$ cat src/rtl/bums_pkg.sv
`timescale 1ns / 1ps
`default_nettype none
// ----------------------------------------------------------------------------
// Merge sort package
// Sizes, element conversions, controller states and the command and status
// words shared by the controller and the datapath.
// ----------------------------------------------------------------------------
package bums_pkg;

	localparam int MAX_ELEMENTS = 64;
	localparam int DATA_WIDTH   = 32;
	localparam int VALUE_W      = 32;
	// store address and loop counter widths
	localparam int AW = (MAX_ELEMENTS > 1) ? $clog2(MAX_ELEMENTS) : 1;
	localparam int CW = $clog2(MAX_ELEMENTS) + 1;

	typedef logic [DATA_WIDTH-1:0] elem_t;
	typedef logic [CW-1:0]         cnt_t;
	typedef logic [AW-1:0]         addr_t;

	typedef enum logic [3:0] {
		ST_IDLE,
		ST_WIDTH,
		ST_RUN,
		ST_MRD,
		ST_MCMP,
		ST_CRD,
		ST_CWR,
		ST_ERD,
		ST_EOUT
	} state_t;

	typedef struct packed {
		logic load;
		logic init_sort;
		logic init_run;
		logic next_width;
		logic setup_merge;
		logic merge_step;
		logic copy_init;
		logic copy_step;
		logic next_run;
		logic emit_init;
		logic emit_step;
		logic clear;
	} cmd_t;

	typedef struct packed {
		logic width_le_top;
		logic mid_lt_top;
		logic at_stop;
		logic emit_last;
	} sts_t;

	// input word to element: sign-extend or truncate
	function automatic elem_t to_elem(input logic signed [VALUE_W-1:0] v);
		return DATA_WIDTH'(v);
	endfunction

	// element to output word: zero-extend or truncate
	function automatic logic [VALUE_W-1:0] to_value(input elem_t e);
		return VALUE_W'(e);
	endfunction

endpackage
`default_nettype wire

$ cat src/rtl/bums_ctrl.sv
`timescale 1ns / 1ps
`default_nettype none
// ----------------------------------------------------------------------------
// Merge sort controller
// Sequences load, the width and run loops, merge, copy-back and emission.
// ----------------------------------------------------------------------------
module bums_ctrl (
	input  wire logic          clk,
	input  wire logic          arst_n,
	input  wire logic          start,
	input  wire logic          last,
	input  wire bums_pkg::sts_t sts,
	output bums_pkg::cmd_t     cmd,
	output logic               busy
);
	import bums_pkg::*;

	state_t state_q, state_nxt;

	always_ff @(posedge clk or negedge arst_n) begin
		if (!arst_n) begin
			state_q <= ST_IDLE;
		end else begin
			state_q <= state_nxt;
		end
	end

	// next state
	always_comb begin
		state_nxt = state_q;
		case (state_q)
			ST_IDLE: begin
				if (start && last) state_nxt = ST_WIDTH;
			end
			ST_WIDTH: begin
				state_nxt = sts.width_le_top ? ST_RUN : ST_ERD;
			end
			ST_RUN: begin
				state_nxt = sts.mid_lt_top ? ST_MRD : ST_WIDTH;
			end
			ST_MRD:  state_nxt = ST_MCMP;
			ST_MCMP: state_nxt = sts.at_stop ? ST_CRD : ST_MRD;
			ST_CRD:  state_nxt = ST_CWR;
			ST_CWR:  state_nxt = sts.at_stop ? ST_RUN : ST_CRD;
			ST_ERD:  state_nxt = ST_EOUT;
			ST_EOUT: state_nxt = sts.emit_last ? ST_IDLE : ST_ERD;
			default: state_nxt = ST_IDLE;
		endcase
	end

	// commands
	always_comb begin
		cmd  = '0;
		busy = (state_q != ST_IDLE);
		case (state_q)
			ST_IDLE: begin
				cmd.load      = start;
				cmd.init_sort = start && last;
			end
			ST_WIDTH: begin
				cmd.init_run  = sts.width_le_top;
				cmd.emit_init = !sts.width_le_top;
			end
			ST_RUN: begin
				cmd.setup_merge = sts.mid_lt_top;
				cmd.next_width  = !sts.mid_lt_top;
			end
			ST_MCMP: begin
				cmd.merge_step = 1'b1;
				cmd.copy_init  = sts.at_stop;
			end
			ST_CWR: begin
				cmd.copy_step = 1'b1;
				cmd.next_run  = sts.at_stop;
			end
			ST_EOUT: begin
				cmd.emit_step = 1'b1;
				cmd.clear     = sts.emit_last;
			end
			default: begin
				cmd = '0;
			end
		endcase
	end

endmodule
`default_nettype wire

$ cat config.mk
export PLATFORM = sky130hd
export DESIGN_NAME = bums_ctrl
export DESIGN_NICKNAME = d
export VERILOG_FILES = /design/src/rtl/bums_pkg.sv /design/src/rtl/bums_ctrl.sv
export SDC_FILE = /design/constraint.sdc
export NUM_CORES = 1
export LEC_CHECK = 0
export BUFFER_PORTS_ARGS = -buffer_cell sky130_fd_sc_hd__buf_2
export CAP_MARGIN = 10
export CORE_AREA = 2 2 39 41
export DETAILED_ROUTE_END_ITERATION = 12
export DIE_AREA = 0 0 41 43
export PLACE_DENSITY_LB_ADDON = 0.2
export SYNTH_ARGS = -nofsm -noshare
export SYNTH_HDL_FRONTEND = slang
export SYNTH_SLANG_ARGS = --single-unit
$ cat constraint.sdc
create_clock -name clk -period 1.5 [get_ports clk]
set_input_delay 0.3 -clock clk [delete_from_list [all_inputs] [get_ports clk]]
set_output_delay 0.3 -clock clk [all_outputs]
set_load 0.02 [all_outputs]
**After elaboration in Yosys (flattened, before gate mapping)**

Index checks and enable logic that the tools add are counted.
W data, S select, Z words.

- Input bits: 8
- Register bits: 4
- Word-level logic and storage cells: 29

- Mux-type cells: 14
- Reduce and logical (&&, ||, !) cells: 5
- Eq/ne operators: 9

Operator list:

| kind | count |
|---|---|
| $pmux W4 S9 | 1 |
| $eq A4 B3 Y1 const B | 4 |
| $mux W2 | 6 |
| $mux W3 | 4 |
| $eq A4 B2 Y1 const B | 2 |
| $eq A4 B1 Y1 const B | 1 |
| $eq A4 B4 Y1 const B | 1 |
| $logic_not A4 Y1 | 1 |
| $mux W4 | 1 |
| $reduce_bool A4 Y1 | 1 |
| $logic_not A1 Y1 | 2 |
| $mux W1 | 2 |
| $ne A2 B2 Y1 const B | 1 |
| $logic_and A1 B1 Y1 | 1 |

**Logic depth before layout (Yosys ltp)**

Gate-level depths: netlist of run 1.

- Depth after elaboration: 3
- Gate-level depth with buffers: 4

**Least setup slack after synthesis of run 1**

No wires, ideal clock.

- Path type: register to output
- Start: register state_q[0]
- End: output port cmd[0] (netlist bit)
- Data required time: 1.200 ns
- Buffers on the path: 1
- Data arrival time: 1.393 ns
- Stages on the path, launching flop included: 4
- Path slack: -0.193 ns
- Cell sequence: dfrtp_1 buf_2 nor4b_2 and2_1

RTL lines:

| item | RTL line | RTL |
|---|---|---|
| start, declared | bums_ctrl.sv:18 | `state_t state_q, state_nxt;` |
| start signal, assigned | bums_ctrl.sv:24 | `state_q <= state_nxt;` |
| end, declared | bums_ctrl.sv:13 | `output bums_pkg::cmd_t cmd,` |

==> impl_metrics.ini, run 1 <==
[final_layout]
mostFrequentLayoutCells = buf_2, buf_4, buf_6
top_regs = state_q (4)
final_nets = 96
final_common_cell = buf_2
seq_area_um2 = 101.3
antenna_cells = 0
drive_above_1_share_pct = 67.44
max_flop_register = state_q
final.fill_count = 130
multi_input_area_um2 = 362.8
stdcell_area_um2 = 824.5
largest_reg_flops = 4
syn2layout_area_growth_pct = 105.3

[route]
dr.pass1.iters = 3
vias = 505
post_drt_wl_per_cell_um = 12.71
drc = 0
drt_iter0_drc = 7
postRouteAntennaNets = 0
routed_wl_mm = 1.296
vias_per_cell = 4.951

[floorplan]
start_util_pct = 29.02
dieHeight_um = 43
die_w_um = 41
fp-row-count = 14
core-area_mm2 = 0.001384
die_area_mm2 = 0.001763
io_pins = 21

[timing]
setup_slack_ns = -0.1378
post-route-min-period_ns = 1.638
fin_skew_ns = 0.004565
max_freq_ghz = 0.6106
worst_slew_margin_rel_pct = 80.24
rsz0062_at_grt = yes
slew_violations = 0
tightest_slew_ns = 0.2958
hold-worst-slack_ns = 0.4002
finalCritPeriodShare_pct = 109.2
setup_viol = 13
hold_violations = 0

[logic_synthesis]
synth_top_area_share_pct = 24.92
netlist_area_um2 = 401.6
yosysTopAreaCell = dfrtp_1
synth_seq_cells = 4
syn_nets = 58
avgSynthCellArea_um2 = 8.033
synthTopCellsByArea = dfrtp_1, and3_1, and2_1, nor2_1, mux2_4
yosysWarnings = 0
syn_inst = 50
synth_cell_type_count = 29
ys_seq_area_share_pct = 24.92

[cts]
clk_path_buf_depth = 2
cts_root_buf = clkbuf_4
cts_buffers = 3
path_clk_slew_ns = 0.04
htreeDepth = 1
cts_tree = built
clk_latency_ns = 0.24
tritoncts_num_sinks = 4

[placement]
io_buffers = 20
place_congestion = 0.7673
place_area_um2 = 593.1
post-place-ws_ns = 0.05891
dp_hpwl_um = 780.9

[pwr]
cellLeakagePower_nw = 0.3977
p_per_area_mw_per_mm2 = 2096
vdd_drop_max_uv = 907.9
p_total_mw = 1.728

[global_route]
grt_pass1_vias = 475
grt_max_degree = 11
grt_use_total_pct = 17.54
grt_first_pass_wirelength_mm = 2.001
antenna_found_initial = 0
grt_overflow = 0

[critical_path]
worstPathArrival_ns = 1.34
crit_fanout = 4
cp_slowest_cell = dfrtp_1
crit_path_max_incr_delay_ns = 0.40
crit_chain = buf_4 -> nor2_2 -> nand2_2 -> nor2_4 -> buf_2
crit_required_ns = 1.20
end_kind = primary output
critPathLaunchType = flop
crit_type = reg2out

[run_status]
status = complete, but fails checks
violations = negative setup slack

[worst_hold_path]
hold_class = in2async

[run]
max_cap_violations = 0
[per-layer routing]
| metal | vias up | part of all wire, % | GRT usage, % |
|---|---|---|---|
| met5 | - | 0 | 0 |
| met1 | 239 | 42 | 21.50 |
| met3 | 4 | 2.9 | 3.141 |
| li1 | 250 | - | - |
| met4 | 0 | 2.8 | 14.00 |
| met2 | 12 | 53 | 25.31 |
[critical path, delay by kind of cell, from the launching register on]
| family | cells | cell delay [ns] |
|---|---|---|
| buffers and inverters | 2 | 0.33 |
| DFF | 1 | 0.40 |
| and+or+nand+nor | 3 | 0.37 |
[cells by family (layout without fill, tap and decap cells)]
logic type / Yosys count / count (layout) / synth area share, %
multiplexers: 2 / 2 / 6.230
buffers and inverters: 6 / 42 / 9.036
flip-flops: 4 / 4 / 24.92
XOR/XNOR: 1 / 1 / 2.181
AO/OA/AOI/OAI: 9 / 9 / 16.51
AND/OR/NAND/NOR: 28 / 28 / 41.12
[stage by stage]
step | setup TNS, ns | cells | utilization (%)
floorplan | -0.05303 | 50 | -
global placement | 0 | 89 | 42.86
detailed placement | 0 | 89 | 42.86
CTS | -1.026 | 100 | 51.81
global route | -1.965 | 102 | 59.58
finish | -1.031 | 102 | 59.58
[power breakdown]
group          total [mW]  switching, mW  internal [mW]
Sequential          0.220         0.0591          0.161
Clock               0.135         0.0455         0.0896
Combinational        1.37          0.645          0.728
Total                1.73          0.750          0.979
[cell usage after synthesis]
library cell,instances
nand2_1,4
nand2b_1,2
and3_1,5
inv_1,2
buf_6,1
a21oi_1,2
xor2_1,1
o211ai_1,1
mux2i_1,1
nor3b_1,1
and2b_1,1
mux2_4,1
a31oi_1,1
buf_2,2
buf_4,1
nor3_1,2
nor2b_1,1
nor4b_1,1
a32oi_1,1
dfrtp_1,4
o31a_1,1
a2bb2oi_1,1
o31ai_1,1
and2_1,3
nor4b_2,1
or2b_1,1
nor2_1,5
nor4_1,1
a211o_1,1
[path summary, 6_finish.rpt]
kind / from / end / slack, ns / cells past startpoint
max: state_q[0] / cmd[10] / -0.14 / 5
min: arst_n / state_q[2] / 0.40 / 2
max reg2reg: state_q[2] / state_q[0] / -0.02 / 6
min reg2reg: state_q[3] / state_q[2] / 0.57 / 1
max in group asynchronous: arst_n / state_q[3] / 0.97 / 2
min in group clk: sts[3] / state_q[0] / 0.46 / 4
[repair_timing]
item / 4_1_cts / 5_1_grt
pin swaps: 2 / 4
hold buffers: 1 / 0
setup endpoints to repair: 13 / 13
buffers inserted: 7 / 2
endpoints found under the hold margin: 4 / 0
gates resized for setup: 13 / 24
[layout make-up]
cell class	count	share of cell area [%]
clock buffer	3	2.731
inverter	2	0.9105
multi-input combinational	40	44.01
sequential	4	12.29
tap	16	2.428
timing repair buffer	37	37.63
No activity file was read; power rests on OpenSTA's default activity.
==> inputs of run 2 (changes only) <==
--- a/config.mk
+++ b/config.mk
@@ -10,6 +10,7 @@
 export CORE_AREA = 2 2 39 41
 export DETAILED_ROUTE_END_ITERATION = 12
 export DIE_AREA = 0 0 41 43
+export GPL_TIMING_DRIVEN = 0
 export PLACE_DENSITY_LB_ADDON = 0.2
 export SYNTH_ARGS = -nofsm -noshare
 export SYNTH_HDL_FRONTEND = slang
==> run 2 against run 1 <==
Net effect: highest routed layer is now met3; sequential share of layout area fell by 1.1 points; clock skew shrank 0.0021 ns; global-route usage up 1.3 points; combinational power increased by 15%; the flow still finishes with violations (negative setup slack).
==> impl_metrics.ini, run 2 (synthesis gave the netlist of run 1 again) <==
[run_status]
status = complete, but fails checks
violations = negative setup slack

[final_layout]
syn2layout_area_growth_pct = 128.7
antenna_cells = 0
final_nets = 102
largest_reg_flops = 4
final_common_cell = buf_6
final.fill_count = 110
mostFrequentLayoutCells = buf_6, buf_4, buf_2
utilization_pct = 66.37
max_flop_register = state_q
drive_above_1_share_pct = 73.91
top_regs = state_q (4)
layout.cells.non_filler = 108

[cts]
cts_root_buf = clkbuf_4
clk_latency_ns = 0.24
path_clk_slew_ns = 0.04
clk_path_buf_depth = 2
cts_tree = built
cts_buffers = 3
tritoncts_num_sinks = 4
htreeDepth = 1

[critical_path]
crit_fanout = 5
crit_type = reg2out
crit_required_ns = 1.20
critPathLaunchType = flop
end_kind = primary output
worstPathArrival_ns = 1.34

[placement]
dp_hpwl_um = 798.9
post-place-ws_ns = -0.07905
dp.cells = 86
place_congestion = 0.7129
io_buffers = 20

[timing]
max_freq_ghz = 0.6098
finalCritPeriodShare_pct = 109.3
hold_violations = 0
post-route-min-period_ns = 1.640
rsz0062_at_grt = yes
setup_viol = 13
fin_skew_ns = 0.002478
setup_slack_ns = -0.1400
slew_violations = 0
tns_ns = -1.243
tightest_slew_ns = 0.3779
worst_slew_margin_rel_pct = 74.75

[pwr]
clkPwrFrac_pct = 7.0
switchingPower_mw = 0.8356
switching_share_pct = 42.63
p_seq_share_pct = 12.3
p_total_mw = 1.960
power_frac_comb_pct = 80.6
p_per_area_mw_per_mm2 = 2134
cell_internal_pwr_mw = 1.124
vdd_drop_max_uv = 1103
cellLeakagePower_nw = 0.4335

[route]
highest-signal-layer = met3
route.met3.wl_um = 76
routed_wl_mm = 1.442
vias_per_cell = 4.991
post_drt_wl_per_cell_um = 13.35
met1_length_um = 590
drt_iter0_drc = 5
vias = 539
dr_wl_met2_um = 775
postRouteAntennaNets = 0
drc = 0
dr.pass1.iters = 4

[global_route]
grt_max_degree = 8
grt_pass1_vias = 531
grt_use_total_pct = 18.79
grt_overflow = 0
grt_first_pass_wirelength_mm = 2.256
antenna_found_initial = 0

[floorplan]
fp-row-count = 14
start_util_pct = 29.02
core-area_mm2 = 0.001384
die_w_um = 41
dieHeight_um = 43
io_pins = 21
die_area_mm2 = 0.001763

[worst_hold_path]
hold_class = in2async

[run]
max_cap_violations = 0
==> run 2: cell count changes in the layout (fill, tap and decap cells not counted), sizes merged <==
| cell | previous run | this run |
|---|---|---|
| buf | 35 | 42 |
| clkbuf | 4 | 3 |
==> run 2: power groups by stage <==
stage          Clock, mW  Sequential, mW  Combinational [mW]
2_1_floorplan          0           0.205               0.632
3_3_place_gp           0           0.223               0.801
3_5_place_dp           0           0.219               0.806
4_1_cts            0.142           0.222                1.34
5_1_grt            0.152           0.248                1.68
6_report           0.138           0.242                1.58
==> run 2: area by class of cell <==
cell class	instances	area (um^2)	share of cell area (%)
multi-input cells	40	390.4	42.51
repair buffers	39	327.8	35.69
flip-flops and latches	4	102.6	11.17
plain buffers	4	45.04	4.905
clock buffers	3	22.52	2.452
well taps	16	20.02	2.180
inverters	2	10.01	1.090
==> run 2: layer usage <==
layer  global-route usage [%]  up-vias
li1                         -      263
met1                    23.55      257
met2                    30.00       19
met3                    4.712        0
met4                    6.000        0
met5                        0        -
==> run 2: path summary, 6_finish.rpt <==
| kind | from | to | slack, ns | cells past startpoint |
|---|---|---|---|---|
| worst max-delay path | state_q[0] | cmd[8] | -0.14 | 6 |
| max in group asynchronous | arst_n | state_q[3] | 0.98 | 2 |
| worst min-delay path | arst_n | state_q[1] | 0.40 | 2 |
| min in group clk | last | state_q[0] | 0.51 | 4 |
| worst min register to register | state_q[0] | state_q[3] | 0.68 | 2 |
| worst max register to register | state_q[2] | state_q[2] | 0.05 | 5 |
==> run 2: critical path: stages (launching register included) <==
cell	delay (ns)
dfrtp_1	0.39
buf_6	0.14
buf_4	0.14
inv_4	0.06
nand2_4	0.05
nor4_2	0.12
buf_2	0.20
==> run 2: per-stage QoR <==
step | hold WS [ns] | area [um^2]
3_5_place_dp | 0.1079 | 544.3
6_report | 0.3952 | 918.4
5_1_grt | 0.4124 | 918.4
4_1_cts | 0.3860 | 814.5
3_3_place_gp | 0.1071 | 544.3
2_1_floorplan | 0.004409 | 424.2
==> run 2: what timing repair did <==
action / CTS / global route
hold endpoints to repair: 4 / 0
hold buffers: 1 / 0
gates resized for setup: 38 / 20
buffers inserted: 15 / 3
setup endpoints to repair: 13 / 14
gates cloned: 0 / 0
pin swaps: 11 / 3
==> inputs of run 3 (changes only) <==
--- a/config.mk
+++ b/config.mk
@@ -5,7 +5,7 @@
 export SDC_FILE = /design/constraint.sdc
 export NUM_CORES = 1
 export LEC_CHECK = 0
-export BUFFER_PORTS_ARGS = -buffer_cell sky130_fd_sc_hd__buf_2
+export BUFFER_PORTS_ARGS = -buffer_cell sky130_fd_sc_hd__clkbuf_2
 export CAP_MARGIN = 10
 export CORE_AREA = 2 2 39 41
 export DETAILED_ROUTE_END_ITERATION = 12
==> run 3 against run 2 <==
Net effect: the run still ends with negative setup slack left; die area did not move; clock skew fell by 0.0019 ns; non-clock buffer count fell by 7; via count fell by 5.4%; routed wire length fell by 16%; register-to-register slack improved by 0.02 ns; sequential power fell by 8.3%; largest cell class unchanged.
==> impl_metrics.ini, run 3 (synthesis gave the netlist of run 1 again) <==
[final_layout]
largest_reg_flops = 4
top_regs = state_q (4)
antenna_cells = 0
drive_above_1_share_pct = 64.71
multi_input_area_um2 = 337.8
syn2layout_area_growth_pct = 96.26
final_nets = 95
max_flop_register = state_q
final_common_cell = buf_4
final.fill_count = 135
seq_area_um2 = 101.3
stdcell_area_um2 = 788.3
utilization_pct = 56.96
mostFrequentLayoutCells = buf_4, clkbuf_2, clkbuf_4

[pwr]
cellLeakagePower_nw = 0.3853
p_per_area_mw_per_mm2 = 2027
vdd_drop_max_uv = 877.2
p_total_mw = 1.598

[timing]
fin_skew_ns = 0.0005878
rsz0062_at_grt = yes
hold_violations = 0
post-route-min-period_ns = 1.662
setup_slack_ns = -0.1618
max_freq_ghz = 0.6018
finalCritPeriodShare_pct = 110.8
worst_slew_margin_rel_pct = 80.88
slew_violations = 0
tightest_slew_ns = 0.2862
setup_viol = 12

[run_status]
violations = negative setup slack
status = complete, but fails checks

[cts]
clk_path_buf_depth = 2
htreeDepth = 1
cts_buffers = 3
tritoncts_num_sinks = 4
cts_root_buf = clkbuf_4
cts_tree = built
path_clk_slew_ns = 0.04
clk_latency_ns = 0.23

[global_route]
grt_overflow = 0
antenna_found_initial = 0
grt_max_degree = 11
grt_use_total_pct = 17.19
grt_pass1_vias = 479
grt_first_pass_wirelength_mm = 1.994

[critical_path]
crit_end = cmd[0]
cp_top_family = simple AND/OR/NAND/NOR gates
rrSetupSlack_ns = 0.07
worstReg2RegStart = state_q[2]
rr_worst_depth = 5
worstPathArrival_ns = 1.36
cp_slowest_cell = dfrtp_2
crit_chain = buf_12 -> nor4b_4 -> and2_4 -> buf_8
crit_path_max_incr_delay_ns = 0.43
crit_fanout = 4
crit_type = reg2out
crit_cells = 4
end_kind = primary output
path_buf_inv = 2
crit_required_ns = 1.20
crit_start = state_q[1]
critPathLaunchType = flop
worstReg2RegEnd = state_q[2]

[route]
routed_wl_mm = 1.214
drc = 0
drt_iter0_drc = 4
postRouteAntennaNets = 0
vias = 510
vias_per_cell = 5.050
post_drt_wl_per_cell_um = 12.02
dr.pass1.iters = 4

[placement]
place_area_um2 = 544.3
io_buffers = 20
place_congestion = 0.7132
dp_hpwl_um = 817.7

[floorplan]
dieHeight_um = 43
io_pins = 21
start_util_pct = 29.02
fp-row-count = 14
die_w_um = 41
die_area_mm2 = 0.001763
core-area_mm2 = 0.001384

[run]
max_cap_violations = 0

[worst_hold_path]
hold_class = in2async
## run 3: cell count changes in the layout (fill, tap and decap cells not counted), sizes merged
cell and change:
clkbuf +16, buf -23
## run 3: area by class of cell
cell class | instances | area share [%]
Inverter | 2 | 0.9524
Timing Repair Buffer | 32 | 32.70
Sequential cell | 4 | 12.86
Tap cell | 16 | 2.540
Clock buffer | 3 | 2.857
Multi-Input combinational cell | 40 | 42.86
Buffer | 4 | 5.238
## run 3: how the worst min path moves through the flow
| stage | from | depth (start not counted) | endpoint | slack, ns |
|---|---|---|---|---|
| final | arst_n | 2 | state_q[2] | 0.41 |
| after global routing | arst_n | 2 | state_q[3] | 0.42 |
| after CTS | arst_n | 2 | state_q[3] | 0.40 |
| after detailed placement | arst_n | 1 | state_q[2] | 0.11 |
| after global placement | arst_n | 1 | state_q[2] | 0.11 |
| after floorplan | arst_n | 0 | state_q[0] | 0.004 |
## run 3: power by group
group          internal, mW  switching (mW)
Clock                0.0894          0.0431
Combinational         0.650           0.593
Sequential            0.162          0.0602
## run 3: timing repair
item                       in CTS  in global routing
gates resized for setup        27                 10
setup endpoints to repair      13                 13
pin swaps                       4                  2
buffers inserted               10                  1
hold buffers                    1                  0
hold endpoints to repair        4                  0
## run 3: stage by stage
step	hold WS [ns]	setup TNS, ns	instances	setup WS [ns]
2_1_floorplan	0.004409	-0.05303	50	-0.05303
3_3_place_gp	0.1092	-0.1115	86	-0.05737
3_5_place_dp	0.1099	-0.2253	86	-0.1046
4_1_cts	0.4008	-1.260	100	-0.1662
5_1_grt	0.4191	-2.171	101	-0.2319
6_report	0.4076	-1.179	101	-0.1618
## run 3: per-layer routing
layer,wire length [um],vias up,global-route usage [%]
met5,0,-,0
met4,0,0,6.000
met3,35,0,7.853
met2,633,12,25.00
met1,545,245,21.61
li1,-,253,-
